**src/hdl/dcd_pkg.sv**
```systemverilog
package dcd_pkg;

  localparam int unsigned NOW_W   = 32;
  localparam int unsigned LIGHT_W = 10;
  localparam int unsigned ECHO_W  = 16;
  localparam int unsigned DIST_W  = 14;
  localparam int unsigned PHASE_W = 2;
  localparam int unsigned MS_W    = 16;
  localparam int unsigned CFG_IDX_W  = 2;
  localparam int unsigned CFG_DATA_W = 16;

  // echo * 17 / 100 as one multiply by 17 * ceil(2^27 / 100), exact for 16-bit echo
  localparam int unsigned MM_SHIFT  = 27;
  localparam int unsigned MM_MULT_W = 25;
  localparam logic [MM_MULT_W-1:0] MM_MULT = 25'd22817026;
  localparam int unsigned MM_PROD_W = ECHO_W + MM_MULT_W;

  localparam logic [LIGHT_W-1:0] BEAM_THRESHOLD_RST  = 10'd512;
  localparam logic [MS_W-1:0]    SAMPLE_INTERVAL_RST = 16'd100;
  localparam logic [MS_W-1:0]    FINISH_DELAY_RST    = 16'd500;

  typedef enum logic [CFG_IDX_W-1:0] {
    CFG_BEAM_THRESHOLD  = 2'd0,
    CFG_SAMPLE_INTERVAL = 2'd1,
    CFG_FINISH_DELAY    = 2'd2
  } cfg_idx_t;

  typedef enum logic [3:0] {
    PH_IDLE  = 4'b0001,
    PH_START = 4'b0010,
    PH_BUSY  = 4'b0100,
    PH_DONE  = 4'b1000
  } phase_t;

  localparam logic [PHASE_W-1:0] PHASE_CODE_IDLE  = 2'd0;
  localparam logic [PHASE_W-1:0] PHASE_CODE_START = 2'd1;
  localparam logic [PHASE_W-1:0] PHASE_CODE_BUSY  = 2'd2;
  localparam logic [PHASE_W-1:0] PHASE_CODE_DONE  = 2'd3;

  typedef struct packed {
    logic [LIGHT_W-1:0] beam_threshold;
    logic [MS_W-1:0]    sample_interval_ms;
    logic [MS_W-1:0]    finish_delay_ms;
  } cfg_t;

  typedef struct packed {
    logic [NOW_W-1:0]   now_ms;
    logic [LIGHT_W-1:0] light_level;
    logic [ECHO_W-1:0]  echo_us;
  } item_t;

  typedef struct packed {
    logic               entered;
    logic               exited;
    logic               approaching;
    logic               receding;
    logic [PHASE_W-1:0] phase;
    logic [DIST_W-1:0]  distance_mm;
  } res_t;

  function automatic logic [PHASE_W-1:0] phase_code(input phase_t ph);
    logic [PHASE_W-1:0] code;
    case (ph)
      PH_IDLE:  code = PHASE_CODE_IDLE;
      PH_START: code = PHASE_CODE_START;
      PH_BUSY:  code = PHASE_CODE_BUSY;
      PH_DONE:  code = PHASE_CODE_DONE;
      default:  code = PHASE_CODE_IDLE;
    endcase
    return code;
  endfunction

  function automatic logic [DIST_W-1:0] echo_to_mm(input logic [ECHO_W-1:0] echo);
    logic [MM_PROD_W-1:0] prod;
    prod = MM_PROD_W'(echo) * MM_PROD_W'(MM_MULT);
    return prod[MM_SHIFT +: DIST_W];
  endfunction

endpackage

```
**src/hdl/dcd_in_if.sv**
```systemverilog
interface dcd_in_if;
  logic                              valid;
  logic                              ready;
  logic [dcd_pkg::NOW_W-1:0]   now_ms;
  logic [dcd_pkg::LIGHT_W-1:0] light_level;
  logic [dcd_pkg::ECHO_W-1:0]  echo_us;

  modport source (output valid, now_ms, light_level, echo_us, input ready);
  modport sink   (input valid, now_ms, light_level, echo_us, output ready);
endinterface

```
**src/hdl/dcd_out_if.sv**
```systemverilog
interface dcd_out_if;
  logic                              valid;
  logic                              ready;
  logic                              entered;
  logic                              exited;
  logic                              approaching;
  logic                              receding;
  logic [dcd_pkg::PHASE_W-1:0] phase;
  logic [dcd_pkg::DIST_W-1:0]  distance_mm;

  modport source (output valid, entered, exited, approaching, receding, phase, distance_mm,
                  input ready);
  modport sink   (input valid, entered, exited, approaching, receding, phase, distance_mm,
                  output ready);
endinterface

```
**src/hdl/dcd_cfg_if.sv**
```systemverilog
interface dcd_cfg_if;
  logic                                 valid;
  logic                                 ready;
  logic [dcd_pkg::CFG_IDX_W-1:0]  index;
  logic [dcd_pkg::CFG_DATA_W-1:0] data;

  modport source (output valid, index, data, input ready);
  modport sink   (input valid, index, data, output ready);
endinterface

```
**src/hdl/dcd_regs.sv**
```systemverilog
module dcd_regs (
  input  logic          clk,
  input  logic          rst_n,
  dcd_cfg_if.sink       cfg_ch,
  output dcd_pkg::cfg_t cfg
);

  dcd_pkg::cfg_t cfg_r, cfg_nxt;

  assign cfg_ch.ready = 1'b1;
  assign cfg          = cfg_r;

  always_comb begin
    cfg_nxt = cfg_r;
    if (cfg_ch.valid) begin
      case (cfg_ch.index)
        dcd_pkg::CFG_BEAM_THRESHOLD:
          cfg_nxt.beam_threshold = cfg_ch.data[dcd_pkg::LIGHT_W-1:0];
        dcd_pkg::CFG_SAMPLE_INTERVAL:
          cfg_nxt.sample_interval_ms = cfg_ch.data[dcd_pkg::MS_W-1:0];
        dcd_pkg::CFG_FINISH_DELAY:
          cfg_nxt.finish_delay_ms = cfg_ch.data[dcd_pkg::MS_W-1:0];
        default: ;
      endcase
    end
  end

  always_ff @(posedge clk) begin
    if (!rst_n) begin
      cfg_r.beam_threshold     <= dcd_pkg::BEAM_THRESHOLD_RST;
      cfg_r.sample_interval_ms <= dcd_pkg::SAMPLE_INTERVAL_RST;
      cfg_r.finish_delay_ms    <= dcd_pkg::FINISH_DELAY_RST;
    end else begin
      cfg_r <= cfg_nxt;
    end
  end

endmodule

```
**src/hdl/dcd_track.sv**
```systemverilog
module dcd_track (
  input  logic           clk,
  input  logic           rst_n,
  input  logic           take,
  input  dcd_pkg::item_t item,
  input  dcd_pkg::cfg_t  cfg,
  output dcd_pkg::res_t  res
);

  dcd_pkg::phase_t                 phase_r, phase_nxt;
  logic [dcd_pkg::DIST_W-1:0]      start_r, start_nxt;
  logic [dcd_pkg::DIST_W-1:0]      cur_r, cur_nxt;
  logic [dcd_pkg::DIST_W-1:0]      prev_r, prev_nxt;
  logic [dcd_pkg::NOW_W-1:0]       last_beam_r, last_beam_nxt;
  logic [dcd_pkg::NOW_W-1:0]       last_sample_r, last_sample_nxt;
  logic                            sampled_r, sampled_nxt;

  logic [dcd_pkg::NOW_W-1:0] since_sample;
  logic [dcd_pkg::NOW_W-1:0] since_beam;
  logic                      sample;
  logic                      beam;
  logic                      done;
  logic                      both;

  assign since_sample = item.now_ms - last_sample_r;
  assign since_beam   = item.now_ms - last_beam_r;
  assign sample = !sampled_r ||
                  (since_sample >= dcd_pkg::NOW_W'(cfg.sample_interval_ms));
  assign beam   = item.light_level > cfg.beam_threshold;

  always_comb begin
    cur_nxt         = cur_r;
    prev_nxt        = prev_r;
    last_sample_nxt = last_sample_r;
    sampled_nxt     = sampled_r;
    if (sample) begin
      prev_nxt        = cur_r;
      cur_nxt         = dcd_pkg::echo_to_mm(item.echo_us);
      last_sample_nxt = item.now_ms;
      sampled_nxt     = 1'b1;
    end

    phase_nxt     = phase_r;
    start_nxt     = start_r;
    last_beam_nxt = beam ? item.now_ms : last_beam_r;
    case (phase_r)
      dcd_pkg::PH_IDLE: begin
        if (beam) begin
          phase_nxt = dcd_pkg::PH_START;
          start_nxt = cur_nxt;
        end
      end
      dcd_pkg::PH_START: begin
        if (beam) phase_nxt = dcd_pkg::PH_BUSY;
      end
      dcd_pkg::PH_BUSY: begin
        if (!beam && (since_beam > dcd_pkg::NOW_W'(cfg.finish_delay_ms)))
          phase_nxt = dcd_pkg::PH_DONE;
      end
      dcd_pkg::PH_DONE: begin
        if (!beam) phase_nxt = dcd_pkg::PH_IDLE;
      end
      default: phase_nxt = dcd_pkg::PH_IDLE;
    endcase
  end

  assign done = (phase_nxt == dcd_pkg::PH_DONE);
  assign both = (prev_nxt != '0) && (cur_nxt != '0);

  always_comb begin
    res.entered     = done && (cur_nxt < start_nxt);
    res.exited      = done && (cur_nxt > start_nxt);
    res.approaching = both && (cur_nxt < prev_nxt);
    res.receding    = both && (cur_nxt > prev_nxt);
    res.phase       = dcd_pkg::phase_code(phase_nxt);
    res.distance_mm = cur_nxt;
  end

  always_ff @(posedge clk) begin
    if (!rst_n) begin
      phase_r       <= dcd_pkg::PH_IDLE;
      start_r       <= '0;
      cur_r         <= '0;
      prev_r        <= '0;
      last_beam_r   <= '0;
      last_sample_r <= '0;
      sampled_r     <= 1'b0;
    end else if (take) begin
      phase_r       <= phase_nxt;
      start_r       <= start_nxt;
      cur_r         <= cur_nxt;
      prev_r        <= prev_nxt;
      last_beam_r   <= last_beam_nxt;
      last_sample_r <= last_sample_nxt;
      sampled_r     <= sampled_nxt;
    end
  end

endmodule

```
**src/hdl/doorway_crossing_direction.sv**
```systemverilog
// Channel  Dir  Transaction                                   Handshake
// in_ch    in   now_ms[31:0], light_level[9:0], echo_us[15:0]  valid/ready
// out_ch   out  entered, exited, approaching, receding,        valid/ready
//               phase[1:0], distance_mm[13:0]
// cfg_ch   in   index[1:0], data[15:0]                          valid/ready, ready held high
//
// Path from input transaction to result: input register, then one pass of
// tracking logic into the result register. One transaction per cycle sustained while out_ch.ready is high.
// rst_n is synchronous; it clears the tracking state and restores register defaults.
// A stalled result holds the result register; the input register takes one more
// transaction if it is empty and holds it until the result is taken.
module doorway_crossing_direction (
  input  logic      clk,
  input  logic      rst_n,
  dcd_in_if.sink    in_ch,
  dcd_out_if.source out_ch,
  dcd_cfg_if.sink   cfg_ch
);

  dcd_pkg::cfg_t  cfg;
  dcd_pkg::item_t item_r, item_nxt;
  dcd_pkg::res_t  res_r, res_nxt;
  dcd_pkg::res_t  res_calc;
  logic           v1_r, v1_nxt;
  logic           v2_r, v2_nxt;
  logic           adv2;
  logic           take;
  logic           in_acc;

  dcd_regs u_regs (
    .clk    (clk),
    .rst_n  (rst_n),
    .cfg_ch (cfg_ch),
    .cfg    (cfg)
  );

  dcd_track u_track (
    .clk   (clk),
    .rst_n (rst_n),
    .take  (take),
    .item  (item_r),
    .cfg   (cfg),
    .res   (res_calc)
  );

  assign adv2        = !v2_r || out_ch.ready;
  assign take        = v1_r && adv2;
  assign in_ch.ready = !v1_r || adv2;
  assign in_acc      = in_ch.valid && in_ch.ready;

  always_comb begin
    item_nxt = item_r;
    if (in_acc) begin
      item_nxt.now_ms      = in_ch.now_ms;
      item_nxt.light_level = in_ch.light_level;
      item_nxt.echo_us     = in_ch.echo_us;
    end
    v1_nxt  = in_acc ? 1'b1 : (take ? 1'b0 : v1_r);
    v2_nxt  = adv2 ? v1_r : v2_r;
    res_nxt = take ? res_calc : res_r;
  end

  always_ff @(posedge clk) begin
    if (!rst_n) begin
      v1_r <= 1'b0;
      v2_r <= 1'b0;
    end else begin
      v1_r <= v1_nxt;
      v2_r <= v2_nxt;
    end
  end

  always_ff @(posedge clk) begin
    item_r <= item_nxt;
    res_r  <= res_nxt;
  end

  assign out_ch.valid       = v2_r;
  assign out_ch.entered     = res_r.entered;
  assign out_ch.exited      = res_r.exited;
  assign out_ch.approaching = res_r.approaching;
  assign out_ch.receding    = res_r.receding;
  assign out_ch.phase       = res_r.phase;
  assign out_ch.distance_mm = res_r.distance_mm;

  a_dir_excl: assert property (@(posedge clk) disable iff (!rst_n)
    v2_r |-> !(res_r.entered && res_r.exited) && !(res_r.approaching && res_r.receding))
    else $error("conflicting direction flags");

  a_dir_done: assert property (@(posedge clk) disable iff (!rst_n)
    v2_r && (res_r.entered || res_r.exited) |-> res_r.phase == dcd_pkg::PHASE_CODE_DONE)
    else $error("direction reported outside finished phase");

  a_hold_in: assert property (@(posedge clk) disable iff (!rst_n)
    v1_r && !adv2 |=> v1_r && $stable(item_r))
    else $error("input stage lost a stalled transaction");

  a_take_out: assert property (@(posedge clk) disable iff (!rst_n)
    take |=> v2_r)
    else $error("processed transaction not presented");

endmodule
```
**src/flat_wrapper.sv**
```systemverilog
// flat-port wrapper written by rule: the top's interface ports become plain ports
module doorway_crossing_direction_flat 
  (clk, rst_n, in_ch_valid, in_ch_now_ms, in_ch_light_level, in_ch_echo_us, in_ch_ready, out_ch_valid, out_ch_entered, out_ch_exited, out_ch_approaching, out_ch_receding, out_ch_phase, out_ch_distance_mm, out_ch_ready, cfg_ch_valid, cfg_ch_index, cfg_ch_data, cfg_ch_ready);
  dcd_in_if in_ch_i ();
  dcd_out_if out_ch_i ();
  dcd_cfg_if cfg_ch_i ();
  input  logic clk;
  input  logic rst_n;
  input wire logic [$bits(in_ch_i.valid)-1:0] in_ch_valid;
  input wire logic [$bits(in_ch_i.now_ms)-1:0] in_ch_now_ms;
  input wire logic [$bits(in_ch_i.light_level)-1:0] in_ch_light_level;
  input wire logic [$bits(in_ch_i.echo_us)-1:0] in_ch_echo_us;
  output wire logic [$bits(in_ch_i.ready)-1:0] in_ch_ready;
  output wire logic [$bits(out_ch_i.valid)-1:0] out_ch_valid;
  output wire logic [$bits(out_ch_i.entered)-1:0] out_ch_entered;
  output wire logic [$bits(out_ch_i.exited)-1:0] out_ch_exited;
  output wire logic [$bits(out_ch_i.approaching)-1:0] out_ch_approaching;
  output wire logic [$bits(out_ch_i.receding)-1:0] out_ch_receding;
  output wire logic [$bits(out_ch_i.phase)-1:0] out_ch_phase;
  output wire logic [$bits(out_ch_i.distance_mm)-1:0] out_ch_distance_mm;
  input wire logic [$bits(out_ch_i.ready)-1:0] out_ch_ready;
  input wire logic [$bits(cfg_ch_i.valid)-1:0] cfg_ch_valid;
  input wire logic [$bits(cfg_ch_i.index)-1:0] cfg_ch_index;
  input wire logic [$bits(cfg_ch_i.data)-1:0] cfg_ch_data;
  output wire logic [$bits(cfg_ch_i.ready)-1:0] cfg_ch_ready;
  assign in_ch_i.valid = in_ch_valid;
  assign in_ch_i.now_ms = in_ch_now_ms;
  assign in_ch_i.light_level = in_ch_light_level;
  assign in_ch_i.echo_us = in_ch_echo_us;
  assign in_ch_ready = in_ch_i.ready;
  assign out_ch_valid = out_ch_i.valid;
  assign out_ch_entered = out_ch_i.entered;
  assign out_ch_exited = out_ch_i.exited;
  assign out_ch_approaching = out_ch_i.approaching;
  assign out_ch_receding = out_ch_i.receding;
  assign out_ch_phase = out_ch_i.phase;
  assign out_ch_distance_mm = out_ch_i.distance_mm;
  assign out_ch_i.ready = out_ch_ready;
  assign cfg_ch_i.valid = cfg_ch_valid;
  assign cfg_ch_i.index = cfg_ch_index;
  assign cfg_ch_i.data = cfg_ch_data;
  assign cfg_ch_ready = cfg_ch_i.ready;
  doorway_crossing_direction u_core (.clk(clk), .rst_n(rst_n), .in_ch(in_ch_i), .out_ch(out_ch_i), .cfg_ch(cfg_ch_i));
endmodule
```
**config.mk**
```make
export PLATFORM = sky130hd
export DESIGN_NAME = doorway_crossing_direction_flat
export DESIGN_NICKNAME = d
export VERILOG_FILES = /design/src/hdl/dcd_pkg.sv /design/src/hdl/dcd_in_if.sv /design/src/hdl/dcd_out_if.sv /design/src/hdl/dcd_cfg_if.sv /design/src/hdl/dcd_regs.sv /design/src/hdl/dcd_track.sv /design/src/hdl/doorway_crossing_direction.sv /design/src/flat_wrapper.sv
export SDC_FILE = /design/constraint.sdc
export NUM_CORES = 1
export LEC_CHECK = 0
export ABC_CLOCK_PERIOD_IN_PS = 7210
export BUFFER_PORTS_ARGS = -buffer_cell sky130_fd_sc_hd__buf_2
export CAP_MARGIN = 20
export CORE_MARGIN = 1.5
export CORE_UTILIZATION = 28
export DETAILED_ROUTE_END_ITERATION = 10
export PLACE_DENSITY_LB_ADDON = 0.1
export REMOVE_ABC_BUFFERS = 1
export SLEW_MARGIN = 20
export SYNTH_ARGS = -nofsm -noshare
export SYNTH_HDL_FRONTEND = slang
export SYNTH_HIERARCHICAL = 1
export SYNTH_SLANG_ARGS = --single-unit
```
**constraint.sdc**
```tcl
create_clock -name clk -period 7.21 [get_ports clk]
set_input_delay 1.442 -clock clk [delete_from_list [all_inputs] [get_ports clk]]
set_output_delay 1.442 -clock clk [all_outputs]
set_load 0.005 [all_outputs]
```
# ---- Word level (Yosys, flattened, before mapping)
# Index checks and enable logic that the tools add are counted.
# W data, S select, Z words.
dict set report word_totals {
  regBits 233
  input_bits 81
  out_inout_bits 23
  word_cells 76
}
dict set report op_classes {
  add_sub_neg 2
  mul 1
  order_cmp 7
  n_eq_ne 9
  muxes 12
  reduce_logical 24
}
# cell n
set op_table {}
lappend op_table {{$sub A32 B32 Y32} 2}
lappend op_table {{$mux W14} 4}
lappend op_table {{$mul A16 B24 Y40 const B} 1}
lappend op_table {{$ge A32 B16 Y1} 1}
lappend op_table {{$gt A32 B16 Y1} 1}
lappend op_table {{$gt A14 B14 Y1} 2}
lappend op_table {{$lt A14 B14 Y1} 2}
lappend op_table {{$reduce_bool A14 Y1} 2}
lappend op_table {{$mux W4} 4}
lappend op_table {{$pmux W4 S4} 1}
lappend op_table {{$gt A10 B10 Y1} 1}
lappend op_table {{$reduce_and A2 Y1} 5}
lappend op_table {{$eq A4 B2 Y1 const B} 2}
lappend op_table {{$eq A4 B3 Y1 const B} 2}
lappend op_table {{$eq A4 B4 Y1 const B} 2}
lappend op_table {{$logic_and A1 B1 Y1} 8}
lappend op_table {{$pmux W2 S3} 1}
lappend op_table {{$eq A4 B1 Y1 const B} 1}
lappend op_table {{$logic_not A1 Y1} 4}
lappend op_table {{$logic_or A1 B1 Y1} 3}
lappend op_table {{$eq A2 B1 Y1 const B} 1}
lappend op_table {{$eq A2 B2 Y1 const B} 1}
lappend op_table {{$logic_not A2 Y1} 1}
lappend op_table {{$mux W1} 2}
lappend op_table {{$reduce_bool A2 Y1} 1}

# ---- Logic depth before layout (Yosys ltp)
dict set report depth {
  depth_word 8
  ltp_mapped 35
  depth_no_buf 34
}

# ---- Modules after synthesis
# The synthesis kept the hierarchy.
# module instances cells_per_inst area_per_inst_um2 seq_area_each_um2
set modules_own_cells {}
lappend modules_own_cells {dcd_track 1 1827 14720.4 2222.1}
lappend modules_own_cells {doorway_crossing_direction 1 87 2446.1 2382.3}
lappend modules_own_cells {dcd_regs 1 167 1664.1 840.8}

# ---- Worst setup path after synthesis
# Ideal clock, no wire load.
dict set report synth_path {
  path_kind {register to register}
  startpoint {reg u_core/item_r[4] (netlist name)}
  endpoint {reg u_core.res_r (netlist bit u_core/out_ch.entered) (data pin)}
  setup_ps 265
  arrival_time_ps 6632
  t_required_ps 6945
  setup_slack_ps 313
  stages_incl_launch_ff 28
  path_buffers 0
  period_less_slack_ps 6897
  cell_sequence {edfxtp_1 > fa_1 > fa_1 > ha_1 > fa_1 > inv_1 > fa_1 > fa_1 > inv_1 > ha_1 > a21o_1 > a21o_1 > a21oi_1 > o21ai_0 > nand3_1 > o21ai_0 > a221oi_1 > o21ai_0 > or2_2 > xnor2_1 > mux2_2 > mux2i_1 > ha_1 > nand4_1 > nor2_1 > nand2_1 > o311a_1 > nor3b_1}
}
# element line
set synth_rtl {}
lappend synth_rtl {{start, declared} doorway_crossing_direction.sv:21} ;# dcd_pkg::item_t item_r, item_nxt;
lappend synth_rtl {{start signal, assigned} doorway_crossing_direction.sv:74} ;# item_r <= item_nxt;
lappend synth_rtl {{end signal, assigned} doorway_crossing_direction.sv:75} ;# res_r <= res_nxt;
lappend synth_rtl {{end, declared} doorway_crossing_direction.sv:22} ;# dcd_pkg::res_t res_r, res_nxt;

==> results.json <==
{
  "multi_input_area_mm2": 0.0124,
  "p_leak_nw": 9.59,
  "htreeDepth": 2,
  "grt_setup_unrepaired": "yes",
  "die-area_mm2": 0.0688,
  "arrival_ns": 7.21,
  "outcome": "complete, no violations",
  "swShare_pct": 42.0,
  "cts_tree": "yes",
  "crit_path_frequent_cell": "fa_1",
  "holdPathEnd": "u_core/u_regs/cfg[17]",
  "critPathLaunchType": "register",
  "clk_pin_slew_ns": 0.06,
  "hold_depth": 2,
  "rr_startpoint": "u_core/item_r[5]",
  "p_int_w": 0.00516,
  "drv_slew": 0,
  "n_fill_cell": 6887,
  "hp-class": "reg2reg",
  "drt-vias-per-instance": 4.72,
  "synth_top_family_by_area": "adder cells",
  "async_flop_share_pct": 0,
  "regArea_mm2": 0.00545,
  "gr-usage-met1_pct": 19.9,
  "power_w": 0.00889,
  "vias": 14700,
  "power_frac_seq_pct": 18.8,
  "hpwlAfterDp_um": 40800,
  "gp_congestion": 0.846,
  "pin_count": 104,
  "endpoint_kind": "register",
  "ir_drop_v": 0.000242,
  "yosysWarningCount": 6,
  "rows": 94,
  "drc_errors": 0,
  "clockRootBuffer": "clkbuf_16",
  "hold_viol_final": 0,
  "use_met2_pct": 26.1,
  "synth_fa_ha_area_share_pct": 26.5,
  "diodes": 0,
  "core-area_mm2": 0.0662,
  "wl_per_cell_um": 16.8,
  "synth.area.mux_share_pct": 6.23,
  "ant_nets": 0,
  "synth_seq_cells": 233,
  "pwr-share-comb_pct": 61.8,
  "required_ns": 7.48,
  "ys_seq_area_share_pct": 28.9,
  "finClkSkew_ns": 0.0219,
  "synth-compound-area-share_pct": 13.7,
  "slew_headroom_pct": 30.3,
  "grt_pass1_wl_um": 83400,
  "grtUsageMet3_pct": 2.10,
  "min_period_ns": 6.94,
  "final_cell_mix": "inv_1, ha_1, nand2_1, dfxtp_1, a21oi_1",
  "area_delta_synth_final_pct": 17.9,
  "nets": 2663,
  "reg2reg_depth": 28,
  "grt_util_all_layers_pct": 15.2,
  "max_freq_mhz": 144,
  "synth_edf_count": 78,
  "overflow": 0,
  "initial_utilization_pct": 28.4,
  "worst_slack_ns": 0.269,
  "maxCapViolCount": 0,
  "cp_max_fo": 4,
  "clk_path_buf_depth": 3,
  "hp-start": "u_core/u_regs/cfg[17]",
  "antenna_found_initial": 1,
  "cts-buffers-inserted": 35,
  "ys_types": 81,
  "clock_latency_ns": 0.55,
  "slowest_delay_ns": 0.54,
  "setup_violations": 0,
  "min_period_over_period_pct": 96.3,
  "synth_xor_area_share_pct": 2.28,
  "netlist_area_mm2": 0.0188,
  "portBuffers": 102,
  "syn_inst": 2081,
  "drive_above_1_share_pct": 14.1,
  "first_pass_iters": 5,
  "worstSetupPathType": "reg2reg",
  "syn-mean-instance-area_um2": 9.05,
  "r2r-end": "u_core/out_ch.entered",
  "slowest_stage": "fa_1",
  "fp.dieH_um": 262,
  "tightest_slew_ns": 1.05,
  "cts_hold_buf": 0,
  "pwr-share-clk_pct": 19.4,
  "grt_max_degree": 96,
  "synth-simple-area-share_pct": 15.5,
  "busiest_layer": "met2",
  "synth-main-ff-cell": "dfxtp_1",
  "clock_sinks": 233,
  "power_density_mw_per_mm2": 401,
  "final_common_cell": "inv_1",
  "switchingPower_w": 0.00373,
  "r2r_slack_ns": 0.27,
  "die_w_um": 262,
  "drtIter0Drc": 644,
  "post-place-ws_ns": -0.167,
  "grt_pass1_vias": 15200,
  "wl_um": 52300
}
[layout make-up]
cell class | count | share of cell area, %
tap | 864 | 4.87
clock buffer | 45 | 4.39
sequential | 233 | 24.5
timing repair buffer | 180 | 5.00
clock inverter | 17 | 0.732
inverter | 267 | 4.51
multi-input combinational | 1513 | 56.0
[cell families after synthesis]
group                    Yosys count
buffers and inverters            335
flip-flops                       233
AND/OR/NAND/NOR                  588
XOR/XNOR                          49
other                              1
AO/OA/AOI/OAI                    408
multiplexers                     115
adder cells (fa/ha/maj)          352
[through the flow]
stage          cells  instance area (um^2)  hold slack [ns]  setup TNS, ns  utilization (%)
2_1_floorplan   2013                 18500            0.420              0                -
3_3_place_gp    3044                 20700            0.445        -0.0993             31.2
3_5_place_dp    3044                 20700            0.450         -0.295             31.2
4_1_cts         3106                 21900            0.459              0             33.0
5_1_grt         3119                 22200            0.472        -0.0498             33.5
6_report        3119                 22200            0.456              0             33.5
[cells in the mapped netlist, types with 35 or more instances]
cell type	n	area, um^2
a21boi_0	37	278
nand3_1	44	220
nor2_1	115	432
nor2b_1	87	544
fa_1	78	1560
nand2_1	201	754
edfxtp_1	78	2340
mux2i_1	98	981
a21oi_1	139	696
inv_1	267	1000
a21o_1	35	263
clkbuf_1	57	214
dfxtp_1	155	3100
ha_1	274	3430
o21ai_0	78	390
[worst max path at each step]
stage | from | endpoint | slack (ns) | cells after the start
5_1_grt | u_core/item_r[5] | u_core/out_ch.entered | -0.04 | 28
4_1_cts | u_core/item_r[5] | u_core/out_ch.receding | 0.01 | 29
3_3_place_gp | u_core/item_r[4] | u_core/out_ch.entered | -0.06 | 28
3_5_place_dp | u_core/item_r[5] | u_core/out_ch.exited | -0.17 | 28
6_report | u_core/item_r[5] | u_core/out_ch.entered | 0.27 | 28
2_1_floorplan | u_core/item_r[29] | u_core/out_ch.receding | 0.18 | 30
[flip-flops by register name, summed over array words and instances (netlist names)]
signal / count
u_core/out_ch.approaching: 1
u_core/u_track/start_r: 14
u_core/u_track/last_sample_r: 32
u_core/out_ch.valid: 1
u_core/u_track/cur_r: 14
u_core/out_ch.receding: 1
u_core/v1_r: 1
u_core/u_track/last_beam_r: 32
u_core/out_ch.distance_mm: 14
u_core/u_track/phase_r: 4
u_core/item_r: 58
u_core/u_regs/cfg: 42
u_core/u_track/sampled_r: 1
u_core/out_ch.entered: 1
u_core/u_track/prev_r: 14
u_core/out_ch.phase: 2
u_core/out_ch.exited: 1
[power by group through the flow]
stage          registers [W]  logic [W]  clock network, W
2_1_floorplan        0.00168    0.00326                 0
3_3_place_gp         0.00170    0.00504                 0
3_5_place_dp         0.00170    0.00504                 0
4_1_cts              0.00168    0.00511           0.00180
5_1_grt              0.00169    0.00619           0.00184
6_report             0.00168    0.00549           0.00172
[worst max-delay path, delay by kind of cell, from the launching register on]
family | cells | cell delay, ns
buffers and inverters | 3 | 0.27
adders and majority gates | 8 | 3.26
DFF | 1 | 0.45
muxes | 2 | 0.27
AOI/OAI and AO/OA | 8 | 1.31
and+or+nand+nor | 6 | 0.94
xor gates and xnor gates | 1 | 0.15
[repair_timing]
action	CTS	global route
pin swaps	11	42
buffers inserted	0	13
gates resized for setup	11	52
endpoints found under the setup margin	3	4
[metal layers]
| metal | vias up | part of all wire [%] |
|---|---|---|
| li1 | 7507 | - |
| met1 | 6949 | 47 |
| met2 | 204 | 47 |
| met3 | 61 | 3.0 |
| met4 | 0 | 2.3 |
| met5 | - | 0 |
Note: power is estimated with default switching activity, not from simulation.
